<file path="config.mk">
export PLATFORM = sky130hd
export DESIGN_NAME = srws_scaler
export DESIGN_NICKNAME = d
export VERILOG_FILES = /design/src/srws_pkg.sv /design/src/srws_scaler.sv
export SDC_FILE = /design/constraint.sdc
export NUM_CORES = 1
export LEC_CHECK = 0
export BUFFER_PORTS_ARGS = -buffer_cell sky130_fd_sc_hd__buf_2
export CAP_MARGIN = 25
export CORE_AREA = 2 2 189 191
export CTS_CLUSTER_SIZE = 20
export DETAILED_ROUTE_END_ITERATION = 6
export DIE_AREA = 0 0 191 193
export PLACE_DENSITY = 0.76
export SKIP_CTS_REPAIR_TIMING = 1
export SLEW_MARGIN = 15
export SYNTH_ARGS = -nofsm -noshare
export SYNTH_HDL_FRONTEND = slang
export SYNTH_SLANG_ARGS = --single-unit
</file>
<file path="constraint.sdc">
create_clock -name clk -period 8.9 [get_ports clk]
set_input_delay 2.225 -clock clk [delete_from_list [all_inputs] [get_ports clk]]
set_output_delay 2.225 -clock clk [all_outputs]
set_load 0.01 [all_outputs]
</file>
<file path="src/srws_pkg.sv">
// Shared constants, types and helper functions for the scaled reading
// window statistics unit.
// No dependencies.
package srws_pkg;

  localparam int WINDOW              = 100;
  localparam int SCALE_FRACTION_BITS = 16;

  localparam int RAW_W     = 16;
  localparam int VAL_W     = 32;
  localparam int SCALE_W   = 32;
  localparam int DEC_W     = 3;
  localparam int OUT_SUM_W = 39;
  localparam int MAX_DEC   = 4;

  // exact running sum of WINDOW signed 32-bit entries
  localparam int SUM_W  = VAL_W + $clog2(WINDOW);
  localparam int DIV_W  = SUM_W;
  localparam int CNT_W  = $clog2(WINDOW + 1);

  // reciprocal division: q = (|n| * magic) >> shift, |n| below 2^DIV_W
  localparam int CHUNK_W   = 10;
  localparam int AVG_SHIFT = DIV_W + $clog2(WINDOW);
  localparam int MAGIC_W   = DIV_W + 1;
  localparam int SHIFT_W   = $clog2(AVG_SHIFT + 1);
  localparam logic [MAGIC_W-1:0] AVG_MAGIC =
    MAGIC_W'(((64'd1 << AVG_SHIFT) + 64'(WINDOW) - 64'd1) / 64'(WINDOW));

  localparam int CFG_IDX_W = 2;
  typedef enum logic [CFG_IDX_W-1:0] {
    CFG_IS_SIGNED    = 2'd0,
    CFG_SCALE_FACTOR = 2'd1,
    CFG_DECIMALS     = 2'd2
  } cfg_idx_t;

  typedef enum logic [2:0] {
    ST_IDLE,
    ST_MUL,
    ST_SAT,
    ST_SCAN,
    ST_WAIT,
    ST_FIN
  } state_t;

  typedef struct packed {
    logic busy;
    logic done;
  } div_sts_t;

  typedef struct packed {
    logic [MAGIC_W-1:0] magic;
    logic [SHIFT_W-1:0] shift;
  } recip_t;

  // reciprocal of 10^d, exact for magnitudes up to 2^32;
  // decimals above MAX_DEC act as MAX_DEC
  function automatic recip_t dec_recip(input logic [DEC_W-1:0] d);
    recip_t r;
    case (d)
      3'd0: begin
        r.magic = MAGIC_W'(1);
        r.shift = SHIFT_W'(0);
      end
      3'd1: begin
        r.magic = MAGIC_W'(32'hCCCC_CCCD);
        r.shift = SHIFT_W'(35);
      end
      3'd2: begin
        r.magic = MAGIC_W'(32'h51EB_851F);
        r.shift = SHIFT_W'(37);
      end
      3'd3: begin
        r.magic = MAGIC_W'(32'h1062_4DD3);
        r.shift = SHIFT_W'(38);
      end
      default: begin
        r.magic = MAGIC_W'(32'hD1B7_1759);
        r.shift = SHIFT_W'(45);
      end
    endcase
    return r;
  endfunction

endpackage

</file>
<file path="src/srws_scaler.sv">
// Two-stage fixed-point scaler: raw reading times Q-format factor,
// floor by the fraction bits, saturation to 32 bits signed. Depends on srws_pkg.
module srws_scaler (
  input  logic                                  clk,
  input  logic [srws_pkg::RAW_W-1:0]            raw,
  input  logic                                  is_signed,
  input  logic [srws_pkg::SCALE_W-1:0]          scale,
  output logic signed [srws_pkg::VAL_W-1:0]     value
);

  localparam int PROD_W = (srws_pkg::RAW_W + 1) + (srws_pkg::SCALE_W + 1);
  localparam logic signed [PROD_W-1:0] SAT_HI = PROD_W'(32'sh7fff_ffff);
  localparam logic signed [PROD_W-1:0] SAT_LO = PROD_W'(32'sh8000_0000);

  logic signed [srws_pkg::RAW_W:0]   x;
  logic signed [srws_pkg::SCALE_W:0] s;
  logic signed [PROD_W-1:0]          prod_nxt, prod_r;
  logic signed [PROD_W-1:0]          sh;
  logic signed [srws_pkg::VAL_W-1:0] value_nxt, value_r;

  always_comb begin
    x = is_signed ? {raw[srws_pkg::RAW_W-1], raw} : {1'b0, raw};
    s = {1'b0, scale};
    prod_nxt = x * s;
  end

  // arithmetic shift gives floor for negative products
  always_comb begin
    sh = prod_r >>> srws_pkg::SCALE_FRACTION_BITS;
    if (sh > SAT_HI) begin
      value_nxt = 32'sh7fff_ffff;
    end else if (sh < SAT_LO) begin
      value_nxt = 32'sh8000_0000;
    end else begin
      value_nxt = srws_pkg::VAL_W'(sh);
    end
  end

  always_ff @(posedge clk) begin
    prod_r  <= prod_nxt;
    value_r <= value_nxt;
  end

  assign value = value_r;

endmodule

</file>
==> metrics.cfg <==
[yosys]
synth_fp_nets = 2807
ys.flop_type = dfxtp_1
synthTopCellsByArea = fa_1, inv_1, ha_1
yosysWarnings = 0
netlist_area_sq_um = 19020
synth_cell_types = 53
synth-edff-count = 0
syn-mean-instance-area_sq_um = 8.824
yosys.area.top_type_share_pct = 47.16
netlist_instances = 2155
ys_seq_elements = 66
yosysMostFrequentCell = inv_1
yosysTopAreaCell = fa_1
async_flop_share_pct = 0
seq_area_frac_synth_pct = 6.948
synthTopCellsByCount = inv_1, fa_1, nand2_1, and2_1, ha_1

[layout]
drive_gt1_share_pct = 7.325
syn2layout_area_growth_pct = 6.547
nets = 2845
fill_cells = 3039

[setup_path]
max_stage_delay_ns = 0.80
crit_chain = buf_2 -> nand2_1 -> fa_1 -> inv_1 -> fa_1 -> inv_1 -> fa_1 -> inv_1 -> fa_1 -> fa_1 -> inv_1 -> fa_1 -> inv_1 -> ha_1 -> nand2_1 -> o21ai_0 -> a2111oi_2 -> a2111oi_0 -> nor2_1 -> o211ai_1 -> a221oi_1 -> xnor2_1
crit_path_start = raw[4]
cp.required_ns = 9.10
r2r_slack_ns = 7.77
start_kind = input port
critical_path_class = input port to flip-flop
critPathSlowestCell = a2111oi_0
critPathMaxFanout = 29
cp-endpoint = prod_r[38]$_DFF_P_
cpMostUsedCell = fa_1
reg2reg_depth = 3
end_kind = flip-flop
r2r_end = value[22]$_SDFF_PN1_
r2r_start = prod_r[49]$_DFF_P_
critPathArrivalTime_ns = 8.79

[sta]
period_minus_slack_ns = 8.586
setup_viol = 0
post-route-period-util_pct = 96.47
grt_setup_unrepaired = no
tns_ns = 0
hold_violations = 0
slew_headroom_pct = 42.34
fmax_mhz = 116.5
worst_slack_ns = 0.3141
slew_viol_final = 0
worst_pin_slew_ns = 0.8430
clock_skew_ns = 0.009395

[min_path]
hold_path.class = flip-flop to flip-flop
worstHoldStart = prod_r[49]$_DFF_P_

[drt]
first_pass_iters = 7
ant_nets = 0
drt-total-wl_microns = 48530
wl_per_cell_microns = 18.24
first_iter_violations = 849
via_per_inst = 5.369
vias = 14282
drcViolationCount = 0

[grt]
grt_max_degree = 33
grt_usage_pct = 28.98
met1_usage_pct = 33.79
grt-busiest-layer = met2
grt_pass1_wl_microns = 81940
grt_pass1_vias = 16349
antenna_found_initial = 0
use_met3_pct = 4.452
met2_usage_pct = 50.39
overflow = 0

[placed_design]
pre_cts_ws_ns = 0.1334
gp_congestion = 0.8792
port_buffers = 81
hpwl_microns = 38730

[clock_network]
cts-root-buf = clkbuf_16
worstSkewPairLatency_ns = 0.33
path_clk_slew_ns = 0.06
cts_sinks = 66
h-tree-depth = 3
cts_tree = done
cts_buffers = 9
clockBufferDepth = 2

[floorplan]
start_util_pct = 54.39
fp-row-count = 69
die_w_microns = 191
die_area_sq_um = 36860
die_y_microns = 193
ioPinCount = 82
core-area_sq_um = 34960

[outcome]
status = finished, final reports clean

[flow_run]
max-cap-violations = 0

-- critical path, delay by kind of cell --
kind                     cells  cell delay (ns)
buffers and inverters        6             0.82
AO/OA/AOI/OAI                5             1.75
adder cells (fa/ha/maj)      7             3.40
AND/OR/NAND/NOR              3             0.45
XOR/XNOR                     1             0.14
-- state kept, by name, summed over array words and instances (netlist names) --
signal  cells
prod_r     34
value      32
-- final cells by class --
cell class / count / area [sq um] / area share (%)
sequential: 66 / 1321 / 6.521
antenna: 1 / 2.502 / 0.01235
tap: 461 / 576.8 / 2.847
clock buffer: 9 / 225.2 / 1.112
inverter: 559 / 2098 / 10.36
clock inverter: 7 / 70.07 / 0.3458
multi-input combinational: 1435 / 15240 / 75.22
timing repair buffer: 122 / 725.7 / 3.582
-- cell usage in the layout (no fill, tap or decap), types with 3 or more instances in the layout --
| cell type | instances |
|---|---|
| inv_1 | 559 |
| fa_1 | 448 |
| nand2_1 | 320 |
| and2_1 | 210 |
| ha_1 | 154 |
| nor2_1 | 105 |
| buf_2 | 81 |
| dfxtp_1 | 66 |
| buf_4 | 40 |
| a21oi_1 | 34 |
| xnor2_1 | 23 |
| o21ai_0 | 16 |
| a21o_1 | 13 |
| xor2_1 | 12 |
| clkbuf_16 | 9 |
| or2_2 | 8 |
| nand4_1 | 8 |
| nand3_1 | 6 |
| nor3_1 | 6 |
| a31oi_1 | 6 |
| and3_1 | 5 |
| nand2b_1 | 5 |
| o211ai_1 | 4 |
| nor2b_1 | 4 |
| a211oi_1 | 3 |
| o21a_1 | 3 |
| a221oi_1 | 3 |
| o21bai_1 | 3 |
| clkinv_2 | 3 |
-- metrics by stage --
stage	hold WS, ns	cell area (sq um)	util [%]	std cells
after global placement	0.3963	19960	57.09	2643
after CTS	0.4132	20260	57.94	2659
after detailed placement	0.3946	19960	57.09	2643
after global routing	0.4162	20260	57.94	2659
final	0.4151	20260	57.95	2660
after floorplan	0.4161	19020	-	2155
-- routing by layer --
metal | wire length [microns] | share of wire [%]
met2 | 23880 | 49
met4 | 3555 | 7.3
met3 | 3416 | 7.0
met5 | 0 | 0
met1 | 17680 | 36
-- cells by family after synthesis --
family | synth area share (%)
flip-flops | 6.948
buffers and inverters | 12.94
XOR/XNOR | 1.612
adder cells (fa/ha/maj) | 57.30
AO/OA/AOI/OAI | 4.284
AND/OR/NAND/NOR | 16.92
-- how the worst min path moves through the flow --
stage	cells past startpoint	endpoint	slack [ns]
floorplan	2	value[0]$_SDFF_PN1_	0.42
global placement	0	value[31]$_SDFF_PN0_	0.40
detailed placement	0	value[31]$_SDFF_PN0_	0.39
CTS	0	value[31]$_SDFF_PN0_	0.41
global route	0	value[31]$_SDFF_PN0_	0.42
finish	0	value[31]$_SDFF_PN0_	0.42
Power is left out: the tool's default activity adds up to more than one toggle a clock period on the data nets, which glitch-free logic cannot reach.
