===== config.mk =====
export PLATFORM = sky130hd
export DESIGN_NAME = srws_serdiv
export DESIGN_NICKNAME = d
export VERILOG_FILES = /design/src/srws_pkg.sv /design/src/srws_serdiv.sv
export SDC_FILE = /design/constraint.sdc
export NUM_CORES = 2
export LEC_CHECK = 0
export BUFFER_PORTS_ARGS = -buffer_cell sky130_fd_sc_hd__buf_2
export CORE_ASPECT_RATIO = 0.8
export CORE_MARGIN = 2
export CORE_UTILIZATION = 60
export CTS_CLUSTER_SIZE = 20
export DETAILED_ROUTE_END_ITERATION = 12
export PLACE_DENSITY = 0.83
export SYNTH_ARGS = -nofsm -noshare
export SYNTH_HDL_FRONTEND = slang
export SYNTH_SLANG_ARGS = --single-unit
export TNS_END_PERCENT = 5

===== constraint.sdc =====
create_clock -name clk -period 8.4 [get_ports clk]
set_clock_uncertainty 0.15 [all_clocks]
set_input_delay 1.26 -clock clk [delete_from_list [all_inputs] [get_ports clk]]
set_output_delay 1.26 -clock clk [all_outputs]
set_load 0.01 [all_outputs]

===== src/srws_pkg.sv =====
// Shared constants, types and helper functions for the scaled reading
// window statistics unit.
// No dependencies.
package srws_pkg;

  localparam int WINDOW              = 100;
  localparam int SCALE_FRACTION_BITS = 16;

  localparam int RAW_W     = 16;
  localparam int VAL_W     = 32;
  localparam int SCALE_W   = 32;
  localparam int DEC_W     = 3;
  localparam int OUT_SUM_W = 39;
  localparam int MAX_DEC   = 4;

  // exact running sum of WINDOW signed 32-bit entries
  localparam int SUM_W  = VAL_W + $clog2(WINDOW);
  localparam int DIV_W  = SUM_W;
  localparam int CNT_W  = $clog2(WINDOW + 1);

  // reciprocal division: q = (|n| * magic) >> shift, |n| below 2^DIV_W
  localparam int CHUNK_W   = 10;
  localparam int AVG_SHIFT = DIV_W + $clog2(WINDOW);
  localparam int MAGIC_W   = DIV_W + 1;
  localparam int SHIFT_W   = $clog2(AVG_SHIFT + 1);
  localparam logic [MAGIC_W-1:0] AVG_MAGIC =
    MAGIC_W'(((64'd1 << AVG_SHIFT) + 64'(WINDOW) - 64'd1) / 64'(WINDOW));

  localparam int CFG_IDX_W = 2;
  typedef enum logic [CFG_IDX_W-1:0] {
    CFG_IS_SIGNED    = 2'd0,
    CFG_SCALE_FACTOR = 2'd1,
    CFG_DECIMALS     = 2'd2
  } cfg_idx_t;

  typedef enum logic [2:0] {
    ST_IDLE,
    ST_MUL,
    ST_SAT,
    ST_SCAN,
    ST_WAIT,
    ST_FIN
  } state_t;

  typedef struct packed {
    logic busy;
    logic done;
  } div_sts_t;

  typedef struct packed {
    logic [MAGIC_W-1:0] magic;
    logic [SHIFT_W-1:0] shift;
  } recip_t;

  // reciprocal of 10^d, exact for magnitudes up to 2^32;
  // decimals above MAX_DEC act as MAX_DEC
  function automatic recip_t dec_recip(input logic [DEC_W-1:0] d);
    recip_t r;
    case (d)
      3'd0: begin
        r.magic = MAGIC_W'(1);
        r.shift = SHIFT_W'(0);
      end
      3'd1: begin
        r.magic = MAGIC_W'(32'hCCCC_CCCD);
        r.shift = SHIFT_W'(35);
      end
      3'd2: begin
        r.magic = MAGIC_W'(32'h51EB_851F);
        r.shift = SHIFT_W'(37);
      end
      3'd3: begin
        r.magic = MAGIC_W'(32'h1062_4DD3);
        r.shift = SHIFT_W'(38);
      end
      default: begin
        r.magic = MAGIC_W'(32'hD1B7_1759);
        r.shift = SHIFT_W'(45);
      end
    endcase
    return r;
  endfunction

endpackage


===== src/srws_serdiv.sv =====
// Multi-cycle divider by a constant: dividend magnitude times a reciprocal
// factor, CHUNK_W dividend bits per cycle, then a right shift; quotient
// truncated toward zero. Depends on srws_pkg.
module srws_serdiv (
  input  logic                                 clk,
  input  logic                                 rst_n,
  input  logic                                 start,
  input  logic signed [srws_pkg::DIV_W-1:0]    dividend,
  input  logic [srws_pkg::MAGIC_W-1:0]         magic,
  input  logic [srws_pkg::SHIFT_W-1:0]         shift,
  output logic signed [srws_pkg::DIV_W-1:0]    quotient,
  output srws_pkg::div_sts_t                   sts
);

  localparam int DIV_W   = srws_pkg::DIV_W;
  localparam int CHUNK_W = srws_pkg::CHUNK_W;
  localparam int NCHUNK  = (DIV_W + CHUNK_W - 1) / CHUNK_W;
  localparam int MAG_W   = NCHUNK * CHUNK_W;
  localparam int PART_W  = CHUNK_W + srws_pkg::MAGIC_W;
  localparam int ACC_W   = MAG_W + srws_pkg::MAGIC_W;
  localparam int DCNT_W  = $clog2(NCHUNK + 1);

  logic [MAG_W-1:0]             mag_r, mag_nxt;
  logic [ACC_W-1:0]             acc_r, acc_nxt;
  logic [srws_pkg::MAGIC_W-1:0] magic_r, magic_nxt;
  logic [srws_pkg::SHIFT_W-1:0] shift_r, shift_nxt;
  logic                         neg_r, neg_nxt;
  logic [DCNT_W-1:0]            cnt_r, cnt_nxt;
  logic                         busy_r, busy_nxt;
  logic                         done_r, done_nxt;
  logic [DIV_W-1:0]             abs_in;
  logic [PART_W-1:0]            part;
  logic [DIV_W-1:0]             q_mag;

  always_comb begin
    abs_in    = dividend[DIV_W-1] ? DIV_W'(-dividend) : DIV_W'(dividend);
    part      = PART_W'(mag_r[MAG_W-1 -: CHUNK_W]) * PART_W'(magic_r);
    mag_nxt   = mag_r;
    acc_nxt   = acc_r;
    magic_nxt = magic_r;
    shift_nxt = shift_r;
    neg_nxt   = neg_r;
    cnt_nxt   = cnt_r;
    busy_nxt  = busy_r;
    done_nxt  = done_r;
    if (start) begin
      neg_nxt   = dividend[DIV_W-1];
      mag_nxt   = MAG_W'(abs_in);
      acc_nxt   = '0;
      magic_nxt = magic;
      shift_nxt = shift;
      cnt_nxt   = DCNT_W'(NCHUNK);
      busy_nxt  = 1'b1;
      done_nxt  = 1'b0;
    end else if (busy_r) begin
      // top chunk first: acc = acc * 2^CHUNK_W + chunk * magic
      acc_nxt = (acc_r << CHUNK_W) + ACC_W'(part);
      mag_nxt = mag_r << CHUNK_W;
      cnt_nxt = cnt_r - DCNT_W'(1);
      if (cnt_r == DCNT_W'(1)) begin
        busy_nxt = 1'b0;
        done_nxt = 1'b1;
      end
    end
  end

  always_ff @(posedge clk) begin
    if (!rst_n) begin
      busy_r <= 1'b0;
      done_r <= 1'b0;
      cnt_r  <= '0;
    end else begin
      busy_r <= busy_nxt;
      done_r <= done_nxt;
      cnt_r  <= cnt_nxt;
    end
  end

  always_ff @(posedge clk) begin
    mag_r   <= mag_nxt;
    acc_r   <= acc_nxt;
    magic_r <= magic_nxt;
    shift_r <= shift_nxt;
    neg_r   <= neg_nxt;
  end

  assign q_mag    = DIV_W'(acc_r >> shift_r);
  assign quotient = neg_r ? -signed'(q_mag) : signed'(q_mag);
  assign sts      = '{busy: busy_r, done: done_r};

endmodule


==> metrics.txt <==
TritonCTS buffer count=17; # Post-CTS Setup Buffers=0; FP Rows=between 70 and 80; DP Worst Slack=0.8494 ns; Setup Total Neg Slack=0 ns; CP most frequent cell=fa_1; Final setup violation count=0; mean post-synth cell area=around 9 um2; Netlist cell types=between 100 and 150; Die X-Extent=approximately 250 um; Clock Path Buffers=2; setup slack after layout=0.5864 ns; I/O pins=~130; Core ar.=0.04682 mm2; register area=~0.0043 mm2; Multi-input gate area=about 0.021 mm2; clk_lat worst skew=roughly 0.48 ns; met3 WL=about 8.7 mm; vias in the first global route=~24000; share of cells above drive strength 1=between 10% and 20%; Seq/Total Area, Yosys=15.17%; post-route ant nets=0; global route overflow=0; worst path bufs/invs=4; post-cts hold buffer count=0; GP Congestion=slightly above 1; critical path class=reg2reg; Slew Viols, Final=0; gr usage total=a little over a third; critical path's slowest cell=edfxtp_1; FILL cells=roughly 3900; Area Growth Syn to Fin=4.551%; Period minus WS final=7.814 ns; CTS resizes=0; Die ar.=0.04906 mm2; CP cell instances=buf_4 -> nand2_1 -> fa_1 -> inv_1 -> fa_1 -> fa_1 -> fa_1 -> inv_1 -> fa_1 -> inv_1 -> ha_1 -> nand4_1 -> o41ai_1 -> o211ai_1 -> a21oi_1 -> o21ai_0 -> or3_1 -> or3_1 -> a311oi_1; Worst Max-Slew Pin Slew=1.224 ns; largest net degree at the start of global routing=roughly 110; Worst Path Arrival=roughly 8 ns; vias per std cell=roughly 6.4; CP max stage delay=around 1.2 ns; most frequent cells in the layout=inv_1 (420), nand2_1 (407), fa_1 (343), nor2_1 (187), and2_1 (166); Seq cells post-synth=172; die height=198.5 um; Root Buffer=clkbuf_16; commonest non-fill, non-tap cell in the layout=inv_1; Post-Syn Area=~0.028 mm2; Hold Path Class=reg2reg; Worst Setup Start Kind=flop; H-tree levels=4; clk slew on worst S/H paths=approximately 0.080 ns; first-pass GRT wire length=136.6 mm; DR top layer=met5; Starting Density=60.61%; syn_nets=about 3700; Critical Path End Type=flop; final period utilization=93.02%; CP Max Fanout=25; RSZ-0062 raised after global routing=false; Synth Instances=~3200; Synth top area share=about a quarter; status=complete, no violations; metal2 WL=39.32 mm; clk sinks=172; slew margin rel.=18.43%; HPWL Detailed=66.80 mm; Hold Startpoint=cnt_r[1]$_SDFFE_PP0P_; # Max-Cap Violations=0; Routed WL per cell=around 23 um; fmax=128.0 MHz; FFs w/ async S/R, synth=0%; top post-synthesis cells by area=fa_1 (24%), edfxtp_1 (9.1%), mux4_2 (7.5%); WL met1=about 36 mm; area leader, netlist=fa_1; IO buf count=approximately 130; Pre-antenna DRT Iters=6; initial antenna violation count=3; Critical Path RT=approximately 8.6 ns; drt total wl=85.92 mm; CTS tree=done; Layout Nets=between 3000 and 4000; routed via count=between 20000 and 25000; Post-synth EDFFs=86; drt drc=0; Synthesis Warnings=0; Largest delay share family, worst path=adder cells; prevailing post-synth register cell=edfxtp_1; worst r2r src=mag_r[31]$_DFFE_PP_; iteration-0 DRC count of the detailed router=2941; final hold violation count=0; CP startpoint=mag_r[31]$_DFFE_PP_
## state kept, by name, indices dropped and copies added (netlist names)
| register | cells |
|---|---|
| acc_r | 80 |
| neg_r | 1 |
| done_r | 1 |
| busy_r | 1 |
| magic_r | 40 |
| shift_r | 6 |
| cnt_r | 3 |
| mag_r | 40 |
## logic make-up (layout without fill, tap and decap cells)
family | Yosys count | in the layout | synth area share (%)
simple gates | 992 | 992 | 16.84
buf+inv | 675 | 627 | 9.609
compound gates | 509 | 509 | 12.24
fa+ha+maj | 440 | 440 | 28.48
mux | 270 | 270 | 13.96
flops | 172 | 172 | 15.17
xor+xnor | 120 | 120 | 3.704
other cells | 0 | 1 | 0
## worst register-to-register path: stages (launching register included)
cell and delay (ns):
edfxtp_1 1.17, buf_4 0.30, nand2_1 0.09, fa_1 0.57, inv_1 0.06, fa_1 0.48
fa_1 0.55, fa_1 0.53, inv_1 0.06, fa_1 0.52, inv_1 0.07, ha_1 0.41
nand4_1 0.19, o41ai_1 0.71, o211ai_1 0.24, a21oi_1 0.34, o21ai_0 0.21, or3_1 0.47
or3_1 0.34, a311oi_1 0.27
## synth_stat cells, types with 8 or more instances
library cell	instances
o21bai_1	14
nand2b_1	16
o21ai_0	93
a31oi_1	13
nand2_1	407
a21oi_1	132
nor4_1	8
a21o_1	28
nor2_1	187
xor2_1	51
buf_4	10
o221ai_1	8
dfxtp_1	86
inv_1	420
mux2_2	40
o31ai_1	29
ha_1	97
or2_2	10
o22ai_1	22
mux2i_1	128
a311oi_1	16
nor3_1	18
and3_1	14
nand4_1	18
nor2b_1	20
nand3_1	54
o211ai_1	21
buf_2	15
a22oi_1	17
xnor2_1	69
and2_1	166
fa_1	343
buf_1	16
or3_1	19
buf_6	13
edfxtp_1	86
clkbuf_1	194
a211oi_1	17
mux4_2	95
or4_1	22
## final cells by class
cell class,count,area share (%)
Clock inverter,15,0.7128
Inverter,424,5.365
Multi-Input combinational cell,2331,71.95
Timing Repair Buffer,171,3.395
Tap cell,620,2.615
Clock buffer,17,1.434
Sequential cell,172,14.52
Antenna cell,1,0.008436
## layer usage
layer  GRT usage, %  vias up
met5          1.116        -
met4          9.058        4
met3          6.854      186
met2          57.04     1283
met1          51.66    11899
li1               -    10525
## stage by stage
stage                     cell area (um2)  hold slack [ns]  utilization (%)  instances
after floorplan                     28370           0.2880                -       3178
after global placement              29030           0.3002            62.00       3718
after detailed placement            29030           0.3260            62.00       3718
after CTS                           29660           0.3387            63.36       3750
after global routing                29660           0.3693            63.36       3751
final                               29660           0.3405            63.36       3751
## path summary, 6_finish.rpt
| kind | end | slack [ns] | depth (start not counted) |
|---|---|---|---|
| setup / recovery | acc_r[75]$_SDFFE_PP0P_ | 0.59 | 19 |
| hold / removal | cnt_r[1]$_SDFFE_PP0P_ | 0.34 | 2 |
| setup reg to reg | acc_r[75]$_SDFFE_PP0P_ | 0.59 | 19 |
| hold reg to reg | cnt_r[1]$_SDFFE_PP0P_ | 0.34 | 2 |
Power is not shown: default switching activity piles up to over one toggle a cycle in this logic, so the estimate is an artifact.
