File: src/srws_pkg.sv
// Shared constants, types and helper functions for the scaled reading
// window statistics unit.
// No dependencies.
package srws_pkg;

  localparam int WINDOW              = 100;
  localparam int SCALE_FRACTION_BITS = 16;

  localparam int RAW_W     = 16;
  localparam int VAL_W     = 32;
  localparam int SCALE_W   = 32;
  localparam int DEC_W     = 3;
  localparam int OUT_SUM_W = 39;
  localparam int MAX_DEC   = 4;

  // exact running sum of WINDOW signed 32-bit entries
  localparam int SUM_W  = VAL_W + $clog2(WINDOW);
  localparam int DIV_W  = SUM_W;
  localparam int CNT_W  = $clog2(WINDOW + 1);

  // reciprocal division: q = (|n| * magic) >> shift, |n| below 2^DIV_W
  localparam int CHUNK_W   = 10;
  localparam int AVG_SHIFT = DIV_W + $clog2(WINDOW);
  localparam int MAGIC_W   = DIV_W + 1;
  localparam int SHIFT_W   = $clog2(AVG_SHIFT + 1);
  localparam logic [MAGIC_W-1:0] AVG_MAGIC =
    MAGIC_W'(((64'd1 << AVG_SHIFT) + 64'(WINDOW) - 64'd1) / 64'(WINDOW));

  localparam int CFG_IDX_W = 2;
  typedef enum logic [CFG_IDX_W-1:0] {
    CFG_IS_SIGNED    = 2'd0,
    CFG_SCALE_FACTOR = 2'd1,
    CFG_DECIMALS     = 2'd2
  } cfg_idx_t;

  typedef enum logic [2:0] {
    ST_IDLE,
    ST_MUL,
    ST_SAT,
    ST_SCAN,
    ST_WAIT,
    ST_FIN
  } state_t;

  typedef struct packed {
    logic busy;
    logic done;
  } div_sts_t;

  typedef struct packed {
    logic [MAGIC_W-1:0] magic;
    logic [SHIFT_W-1:0] shift;
  } recip_t;

  // reciprocal of 10^d, exact for magnitudes up to 2^32;
  // decimals above MAX_DEC act as MAX_DEC
  function automatic recip_t dec_recip(input logic [DEC_W-1:0] d);
    recip_t r;
    case (d)
      3'd0: begin
        r.magic = MAGIC_W'(1);
        r.shift = SHIFT_W'(0);
      end
      3'd1: begin
        r.magic = MAGIC_W'(32'hCCCC_CCCD);
        r.shift = SHIFT_W'(35);
      end
      3'd2: begin
        r.magic = MAGIC_W'(32'h51EB_851F);
        r.shift = SHIFT_W'(37);
      end
      3'd3: begin
        r.magic = MAGIC_W'(32'h1062_4DD3);
        r.shift = SHIFT_W'(38);
      end
      default: begin
        r.magic = MAGIC_W'(32'hD1B7_1759);
        r.shift = SHIFT_W'(45);
      end
    endcase
    return r;
  endfunction

endpackage

File: src/srws_cell.sv
// One entry of the history ring: holds a 32-bit value and takes its
// neighbor's value on every shift cycle. Depends on srws_pkg.
module srws_cell (
  input  logic                                clk,
  input  logic                                rst_n,
  input  logic                                shift_en,
  input  logic signed [srws_pkg::VAL_W-1:0]   d_in,
  output logic signed [srws_pkg::VAL_W-1:0]   q
);

  logic signed [srws_pkg::VAL_W-1:0] val_r;

  always_ff @(posedge clk) begin
    if (!rst_n) begin
      val_r <= '0;
    end else if (shift_en) begin
      val_r <= d_in;
    end
  end

  assign q = val_r;

endmodule

File: config.mk
export PLATFORM = sky130hd
export DESIGN_NAME = srws_cell
export DESIGN_NICKNAME = d
export VERILOG_FILES = /design/src/srws_pkg.sv /design/src/srws_cell.sv
export SDC_FILE = /design/constraint.sdc
export NUM_CORES = 1
export LEC_CHECK = 0
export ABC_AREA = 1
export BUFFER_PORTS_ARGS = -buffer_cell sky130_fd_sc_hd__buf_2
export CORE_ASPECT_RATIO = 0.6
export CORE_MARGIN = 1
export CORE_UTILIZATION = 44
export DETAILED_ROUTE_END_ITERATION = 16
export GPL_TIMING_DRIVEN = 0
export PLACE_DENSITY_LB_ADDON = 0.08
export SYNTH_ARGS = -nofsm -noshare
export SYNTH_HDL_FRONTEND = slang
export SYNTH_SLANG_ARGS = --single-unit
File: constraint.sdc
create_clock -name clk -period 0.9 [get_ports clk]
set_clock_uncertainty 0.2 [all_clocks]
set_input_delay 0.045 -clock clk [delete_from_list [all_inputs] [get_ports clk]]
set_output_delay 0.045 -clock clk [all_outputs]
set_load 0.01 [all_outputs]
==> reports/summary.txt, run 1 <==
status: finished, violations left
failing checks: negative hold slack, negative setup slack
hold depth: 4
min cycle time layout: 0.977 ns
sequential power share: 46.4%
CP top delay family: flip-flops
Int Pwr: 2.59 mW
RSZ-0062 raised after global routing: true
most common library cell in the layout ignoring fill and taps: nand2_1
share of total power in the clock network: 32.6%
Num CTS Buffers: 5
Worst Hold End: q[1]
Startpoint Class: register
final RePlAce weighted congestion: 0.747
slowest stage cell, crit path: dfxtp_2
Final ANT Viol Nets: 0
post-route clock period utilization: 109%
count of antenna diodes in the layout: 0
Worst R2R Start: q[16]
Die Ht: 44.7 µm
CTS Hold Bufs: 33
Peak VDD IR: 0.836 mV
Vias/cell: 4.16
Worst-path clk slew: 0.07 ns
switching share of power: 25.5%
top post-synthesis cells by area: dfxtp_1 (48%), nand2_1 (18%), nor2_1 (18%)
multi-input logic area: 505 µm²
vias in the first global route: 1293
HPWL after detailed placement: 1.97 mm
max cap viols: 0
total track usage: 23.1%
final std cells w/o fill: 329
Max Buffers Root-to-Sink: 2
R2R Path End: q[16]
nets: 321
DR vias: 1369
HP Class: input pin to register
core area: 0.00287 mm²
drt first pass iters: 5
CP required: 0.65 ns
most frequent cells in the layout: nand2_1 (64), nor2_1 (60), buf_6 (40)
crit end category: output port
FF+latch count, synth: 32
Clk Tree Root Cell: clkbuf_8
total gr overflow: 0
post-synth cell types: 6
Chip Width: 73.1 µm
endpoints failing setup: 32
Yosys top cell by area: dfxtp_1
Pwr Total: 3.47 mW
post-route setup slack: -0.0766 ns
Sum Neg Setup Slack: -1.95 ns
R2R Setup Slk: 0.01 ns
mean post-synth cell area: 6.61 µm²
input/output buffers: 65
ratio of cells with drive above 1 in the final layout: 33.8%
max reg flops: 32
placed cells: 309
Clock Sinks: 32
DR WL/cell: 10.6 µm
crit path cell chain: buf_6
first-pass GRT wire length: 5.47 mm
largest net degree at the start of global routing: 11
FF+latch area: 681 µm²
Synthesized Nets: 237
Routed WL: 3.50 mm
register area share after synthesis: 48.0%
Slew @ Worst Pin: 0.194 ns
DRC violations left: 0
HP Start: shift_en
Worst Path Arrival: 0.73 ns
Yosys top cell area share: 48.0%
Logic pwr share: 21.0%
io pins: 67
Hold Worst Slack: -0.130 ns
area grow syn2layout: 74.1%
CP bufs+invs: 1
Initial Utilization: 46.5%
WS Path Type: register to output port
worst rel slew slack: 87.1%
synthesized cell area: 0.00134 mm²
Power Density: 1490 mW/mm²
First DRT Iteration DRCs: 61
P_leak: 1.30 nW
Clock Latency Late Sink: 0.28 ns
FF-to-FF path depth: 3
Final Max Slew Viols: 0
antenna violations before repair: 0
Largest stage delay, worst path: 0.35 ns
die area: 0.00327 mm²
FMAX: 1.02 GHz
H-tree lvl count: 2
Crit Path Max Fanout: 2
Synth Instances: 202
FP Rows: 15
Net Sw Power: 0.886 mW
final hold viol count: 5
Fill cells: 202
Ys Warns: 0
CTS tree: yes
-- layer usage --
metal,GRT usage (%),part of all wire [%]
met1,28.8,46
met2,38.9,48
met3,6.38,4.9
met4,8.24,1.1
met5,0,0
-- Yosys cell counts --
cell / number
buf_2: 3
buf_6: 7
dfxtp_1: 32
inv_1: 32
nand2_1: 64
nor2_1: 64
-- kinds of logic after synthesis --
family        Yosys count  share of synthesized area (%)
flops                  32                           48.0
simple gates          128                           36.0
buf+inv                42                           16.0
-- stage by stage --
| stage | cell area [µm²] | worst slack [ns] | utilization [%] |
|---|---|---|---|
| finish | 2320 | -0.0766 | 81.0 |
| global route | 2320 | -0.101 | 81.0 |
| CTS | 2380 | -0.0724 | 82.9 |
| detailed placement | 1710 | 0.0715 | 59.7 |
| global placement | 1710 | 0.0854 | 59.7 |
| floorplan | 1340 | 0.131 | - |
-- timing repair --
action	CTS	global route
gates cloned	0	0
pin swaps	0	3
hold endpoints to repair	32	4
resized for setup	64	17
endpoints found under the setup margin	32	64
buffers inserted	1	2
-- power by group through the flow --
stage	registers, mW	logic [mW]	clock network [mW]
4_1_cts	1.61	0.725	1.14
5_1_grt	1.62	0.803	1.20
3_5_place_dp	1.59	0.505	0
3_3_place_gp	1.59	0.501	0
6_report	1.61	0.728	1.13
2_1_floorplan	1.64	0.247	0
-- worst register-to-register path, delay by kind of cell, from the launching register on --
kind                   cells  cell delay, ns
and+or+nand+nor            2            0.13
buffers and inverters      1            0.14
DFF                        1            0.32
-- worst max-delay path by stage --
stage | cells after the start | end | slack [ns] | start
5_1_grt | 1 | q[29] | -0.10 | q[29]
3_5_place_dp | 4 | q[25] | 0.07 | rst_n
4_1_cts | 1 | q[25] | -0.07 | q[25]
3_3_place_gp | 4 | q[20] | 0.09 | rst_n
2_1_floorplan | 2 | q[29] | 0.13 | q[29]
6_report | 1 | q[29] | -0.08 | q[29]
-- area by class of cell --
class,count,share of cell area [%]
flip-flops and latches,32,29.3
clock buffers,8,3.88
repair buffers,77,33.6
plain buffers,10,4.04
multi-input cells,128,21.7
well taps,42,2.26
inverters,32,5.17
Power figures use the tool's default switching activity.
==> inputs of run 2 (changes only) <==
--- a/config.mk
+++ b/config.mk
@@ -7,9 +7,12 @@
 export LEC_CHECK = 0
 export ABC_AREA = 1
 export BUFFER_PORTS_ARGS = -buffer_cell sky130_fd_sc_hd__buf_2
+export CAP_MARGIN = 20
+export CELL_PAD_IN_SITES_DETAIL_PLACEMENT = 0
+export CELL_PAD_IN_SITES_GLOBAL_PLACEMENT = 1
 export CORE_ASPECT_RATIO = 0.6
 export CORE_MARGIN = 1
-export CORE_UTILIZATION = 44
+export CORE_UTILIZATION = 29
 export DETAILED_ROUTE_END_ITERATION = 16
 export GPL_TIMING_DRIVEN = 0
 export PLACE_DENSITY_LB_ADDON = 0.08
==> reports/summary.txt, run 2 (synthesis results as in run 1) <==
CTS Hold Bufs: 33
Final ANT Viol Nets: 0
Worst R2R Start: q[25]
ratio of cells with drive above 1 in the final layout: 35.9%
Power Density: 1480 mW/mm²
crit path cell chain: buf_6
area grow syn2layout: 73.3%
switching share of power: 24.8%
worst rel slew slack: 86.5%
Pwr Total: 3.42 mW
CP bufs+invs: 1
final std cells w/o fill: 347
antenna violations before repair: 0
FP Rows: 18
min cycle time layout: 0.965 ns
Net Sw Power: 0.850 mW
Clk Tree Root Cell: clkbuf_8
RSZ-0062 raised after global routing: true
sequential power share: 46.9%
Final Max Slew Viols: 0
Largest stage delay, worst path: 0.33 ns
FMAX: 1.04 GHz
Clock Sinks: 32
Sum Neg Setup Slack: -1.83 ns
DR vias: 1355
First DRT Iteration DRCs: 22
final RePlAce weighted congestion: 0.664
Max Buffers Root-to-Sink: 2
vias in the first global route: 1284
P_leak: 1.30 nW
H-tree lvl count: 2
most common library cell in the layout ignoring fill and taps: nand2_1
Startpoint Class: register
Worst-path clk slew: 0.06 ns
input/output buffers: 65
HP Class: input pin to register
HPWL after detailed placement: 2.20 mm
Peak VDD IR: 0.733 mV
Slew @ Worst Pin: 0.202 ns
share of total power in the clock network: 32.5%
Num CTS Buffers: 5
Hold Worst Slack: -0.184 ns
crit path launch: q[26]
count of antenna diodes in the layout: 0
Util after Layout: 54.4%
total gr overflow: 0
total track usage: 15.5%
io pins: 67
status: finished, violations left
WS Path Type: register to output port
Int Pwr: 2.57 mW
most frequent cells in the layout: nand2_1 (64), nor2_1 (62), buf_6 (39)
core area: 0.00426 mm²
post-route setup slack: -0.0652 ns
Initial Utilization: 31.4%
crit end category: output port
CP top delay family: flip-flops
largest net degree at the start of global routing: 11
endpoints failing setup: 32
Vias/cell: 3.90
slowest stage cell, crit path: dfxtp_2
nets: 321
DR WL/cell: 10.1 µm
Fill cells: 427
drt first pass iters: 3
Routed WL: 3.49 mm
first-pass GRT wire length: 5.55 mm
failing checks: negative hold slack, negative setup slack
die area: 0.00489 mm²
Crit Path Max Fanout: 2
max reg flops: 32
DRC violations left: 0
CP required: 0.65 ns
max cap viols: 0
Worst Path Arrival: 0.72 ns
final hold viol count: 4
CTS tree: yes
Chip Width: 89.6 µm
Die Ht: 54.6 µm
HP Start: rst_n
Logic pwr share: 20.5%
R2R Setup Slk: 0.04 ns
Clock Latency Late Sink: 0.28 ns
placed cells: 327
post-route clock period utilization: 107%
[run 2: cell types whose count changed in the layout (fill, tap and decap cells not counted), sizes merged]
cell,change
buf,+2
dlygate4sd3,-3
dlymetal6s4s,+1
[run 2: final timing paths]
path                end  cells past startpoint
setup / recovery  q[26]                      1
hold / removal    q[29]                      3
hold reg to reg    q[5]                      2
setup reg to reg  q[25]                      3
[run 2: metal layers]
| layer | vias to the layer above | share of wire (%) | track usage, % |
|---|---|---|---|
| li1 | 735 | - | - |
| met1 | 577 | 48 | 18.2 |
| met2 | 38 | 44 | 26.4 |
| met3 | 5 | 5.8 | 5.73 |
| met4 | 0 | 1.2 | 5.56 |
| met5 | - | 0 | 0 |
[run 2: area by class of cell]
cell class,instances,area (µm²),area share (%)
Buffer,10,93.8,4.06
Clock buffer,8,90.1,3.89
Inverter,32,120,5.19
Multi-Input combinational cell,128,485,21.0
Sequential cell,32,681,29.4
Tap cell,60,75.1,3.24
Timing Repair Buffer,77,768,33.2
[run 2: through the flow]
stage               instance area (µm²)  worst slack (ns)
floorplan                          1340             0.131
global placement                   1740            0.0636
detailed placement                 1740            0.0348
CTS                                2410           -0.0788
global route                       2310           -0.0981
finish                             2310           -0.0652
[run 2: timing repair]
item	CTS	global route
hold endpoints to repair	32	4
endpoints found under the setup margin	32	63
buffers inserted	2	0
gates resized for setup	64	18
[run 2: power groups by stage]
stage / sequential, mW / clock [mW] / combinational (mW)
after floorplan: 1.64 / 0 / 0.247
after global placement: 1.59 / 0 / 0.515
after detailed placement: 1.59 / 0 / 0.511
after CTS: 1.61 / 1.17 / 0.737
after global routing: 1.62 / 1.22 / 0.792
final: 1.61 / 1.11 / 0.703
==> inputs of run 3 (changes only) <==
==> constraint.sdc (replaced) <==
create_clock -name clk -period 0.9 [get_ports clk]
set_clock_uncertainty 0.2 [all_clocks]
set_input_delay 0.09 -clock clk [delete_from_list [all_inputs] [get_ports clk]]
set_output_delay 0.09 -clock clk [all_outputs]
set_load 0.01 [all_outputs]
==> reports/summary.txt, run 3 (synthesis results as in run 1) <==
Startpoint Class: register
hold depth: 3
placed inst area: 0.00174 mm²
Logic pwr share: 18.6%
post-route setup slack: -0.107 ns
CP required: 0.61 ns
most common library cell in the layout ignoring fill and taps: nand2_1
Routed WL: 3.11 mm
Fill cells: 459
Final ANT Viol Nets: 0
Largest stage delay, worst path: 0.33 ns
crit path launch: q[2]
Int Pwr: 2.51 mW
min cycle time layout: 1.01 ns
ratio of cells with drive above 1 in the final layout: 42.2%
antenna violations before repair: 0
Clk Tree Root Cell: clkbuf_8
post-route cell area: 0.00209 mm²
DRC violations left: 0
die area: 0.00489 mm²
CTS tree: yes
largest net degree at the start of global routing: 11
Initial Utilization: 31.4%
io pins: 67
first-pass GRT wire length: 4.90 mm
FMAX: 0.993 GHz
status: finished, violations left
slowest stage cell, crit path: dfxtp_2
Chip Width: 89.6 µm
Peak VDD IR: 0.697 mV
drt first pass iters: 4
worst rel slew slack: 87.2%
HP Class: input pin to register
DR WL/cell: 9.23 µm
most frequent cells in the layout: nand2_1 (64), nor2_1 (62), buf_6 (39)
final RePlAce weighted congestion: 0.664
FF-to-FF path depth: 3
share of total power in the clock network: 33.3%
Clock Sinks: 32
nets: 311
crit path cell chain: buf_6
switching share of power: 24.9%
Crit Path Max Fanout: 2
core area: 0.00426 mm²
Power Density: 1600 mW/mm²
sequential power share: 48.0%
Clock Latency Late Sink: 0.27 ns
total gr overflow: 0
Critical Path Stages: 1
Vias/cell: 3.89
HP Start: rst_n
HPWL after detailed placement: 2.20 mm
Net Sw Power: 0.834 mW
max cap viols: 0
Num CTS Buffers: 5
vias in the first global route: 1137
failing checks: negative hold slack, negative setup slack
Worst-path clk slew: 0.06 ns
CP bufs+invs: 1
Hold Worst Slack: -0.136 ns
WS Path Type: register to output port
area grow syn2layout: 56.2%
max reg flops: 32
Slew @ Worst Pin: 0.192 ns
Sum Neg Setup Slack: -3.21 ns
DR vias: 1311
final hold viol count: 32
count of antenna diodes in the layout: 0
H-tree lvl count: 2
RSZ-0062 raised after global routing: true
FP Rows: 18
Worst R2R Start: q[25]
CP top delay family: flip-flops
Worst Path Arrival: 0.72 ns
First DRT Iteration DRCs: 22
Final Max Slew Viols: 0
Die Ht: 54.6 µm
Setup WS pre-CTS: -0.0102 ns
input/output buffers: 65
Max Buffers Root-to-Sink: 2
P_leak: 1.18 nW
post-route clock period utilization: 112%
total track usage: 13.7%
endpoints failing setup: 32
crit end category: output port
==> run 3: worst paths after layout <==
kind / end / slack [ns]
hold / removal: q[29] / -0.14
hold reg to reg: q[5] / 0.27
setup / recovery: q[2] / -0.11
setup reg to reg: q[25] / 0.04
==> run 3: what timing repair did <==
item | in CTS | in global routing
endpoints found under the hold margin | 32 | 32
buffers inserted | 2 | 0
resized for setup | 64 | 2
endpoints found under the setup margin | 32 | 34
==> run 3: power groups by stage <==
stage	Combinational, mW	Clock (mW)	Sequential, mW
global placement	0.515	0	1.59
finish	0.623	1.11	1.61
floorplan	0.247	0	1.64
detailed placement	0.511	0	1.59
CTS	0.629	1.17	1.61
global route	0.704	1.23	1.62
==> run 3: routing by layer <==
layer | track usage, % | share of wire [%]
met5 | 0 | 0
met2 | 20.6 | 41
met4 | 5.56 | 1.3
met1 | 17.4 | 51
met3 | 5.73 | 7.1
==> run 3: stage by stage <==
step / instances / utilization (%) / power [mW] / hold slack [ns]
final: 337 / 49.0 / 3.34 / -0.136
after global placement: 327 / 40.8 / 2.11 / 0.161
after detailed placement: 327 / 40.8 / 2.11 / 0.161
after global routing: 337 / 49.0 / 3.56 / -0.119
after CTS: 337 / 48.9 / 3.40 / -0.147
after floorplan: 202 / - / 1.89 / 0.0104
==> run 3: area by class of cell <==
class,instances,area [µm²],area share (%)
timing repair buffer,67,541,25.9
buffer,10,93.8,4.50
inverter,32,120,5.76
clock buffer,8,90.1,4.32
tap,60,75.1,3.60
multi-input combinational,128,485,23.3
sequential,32,681,32.6
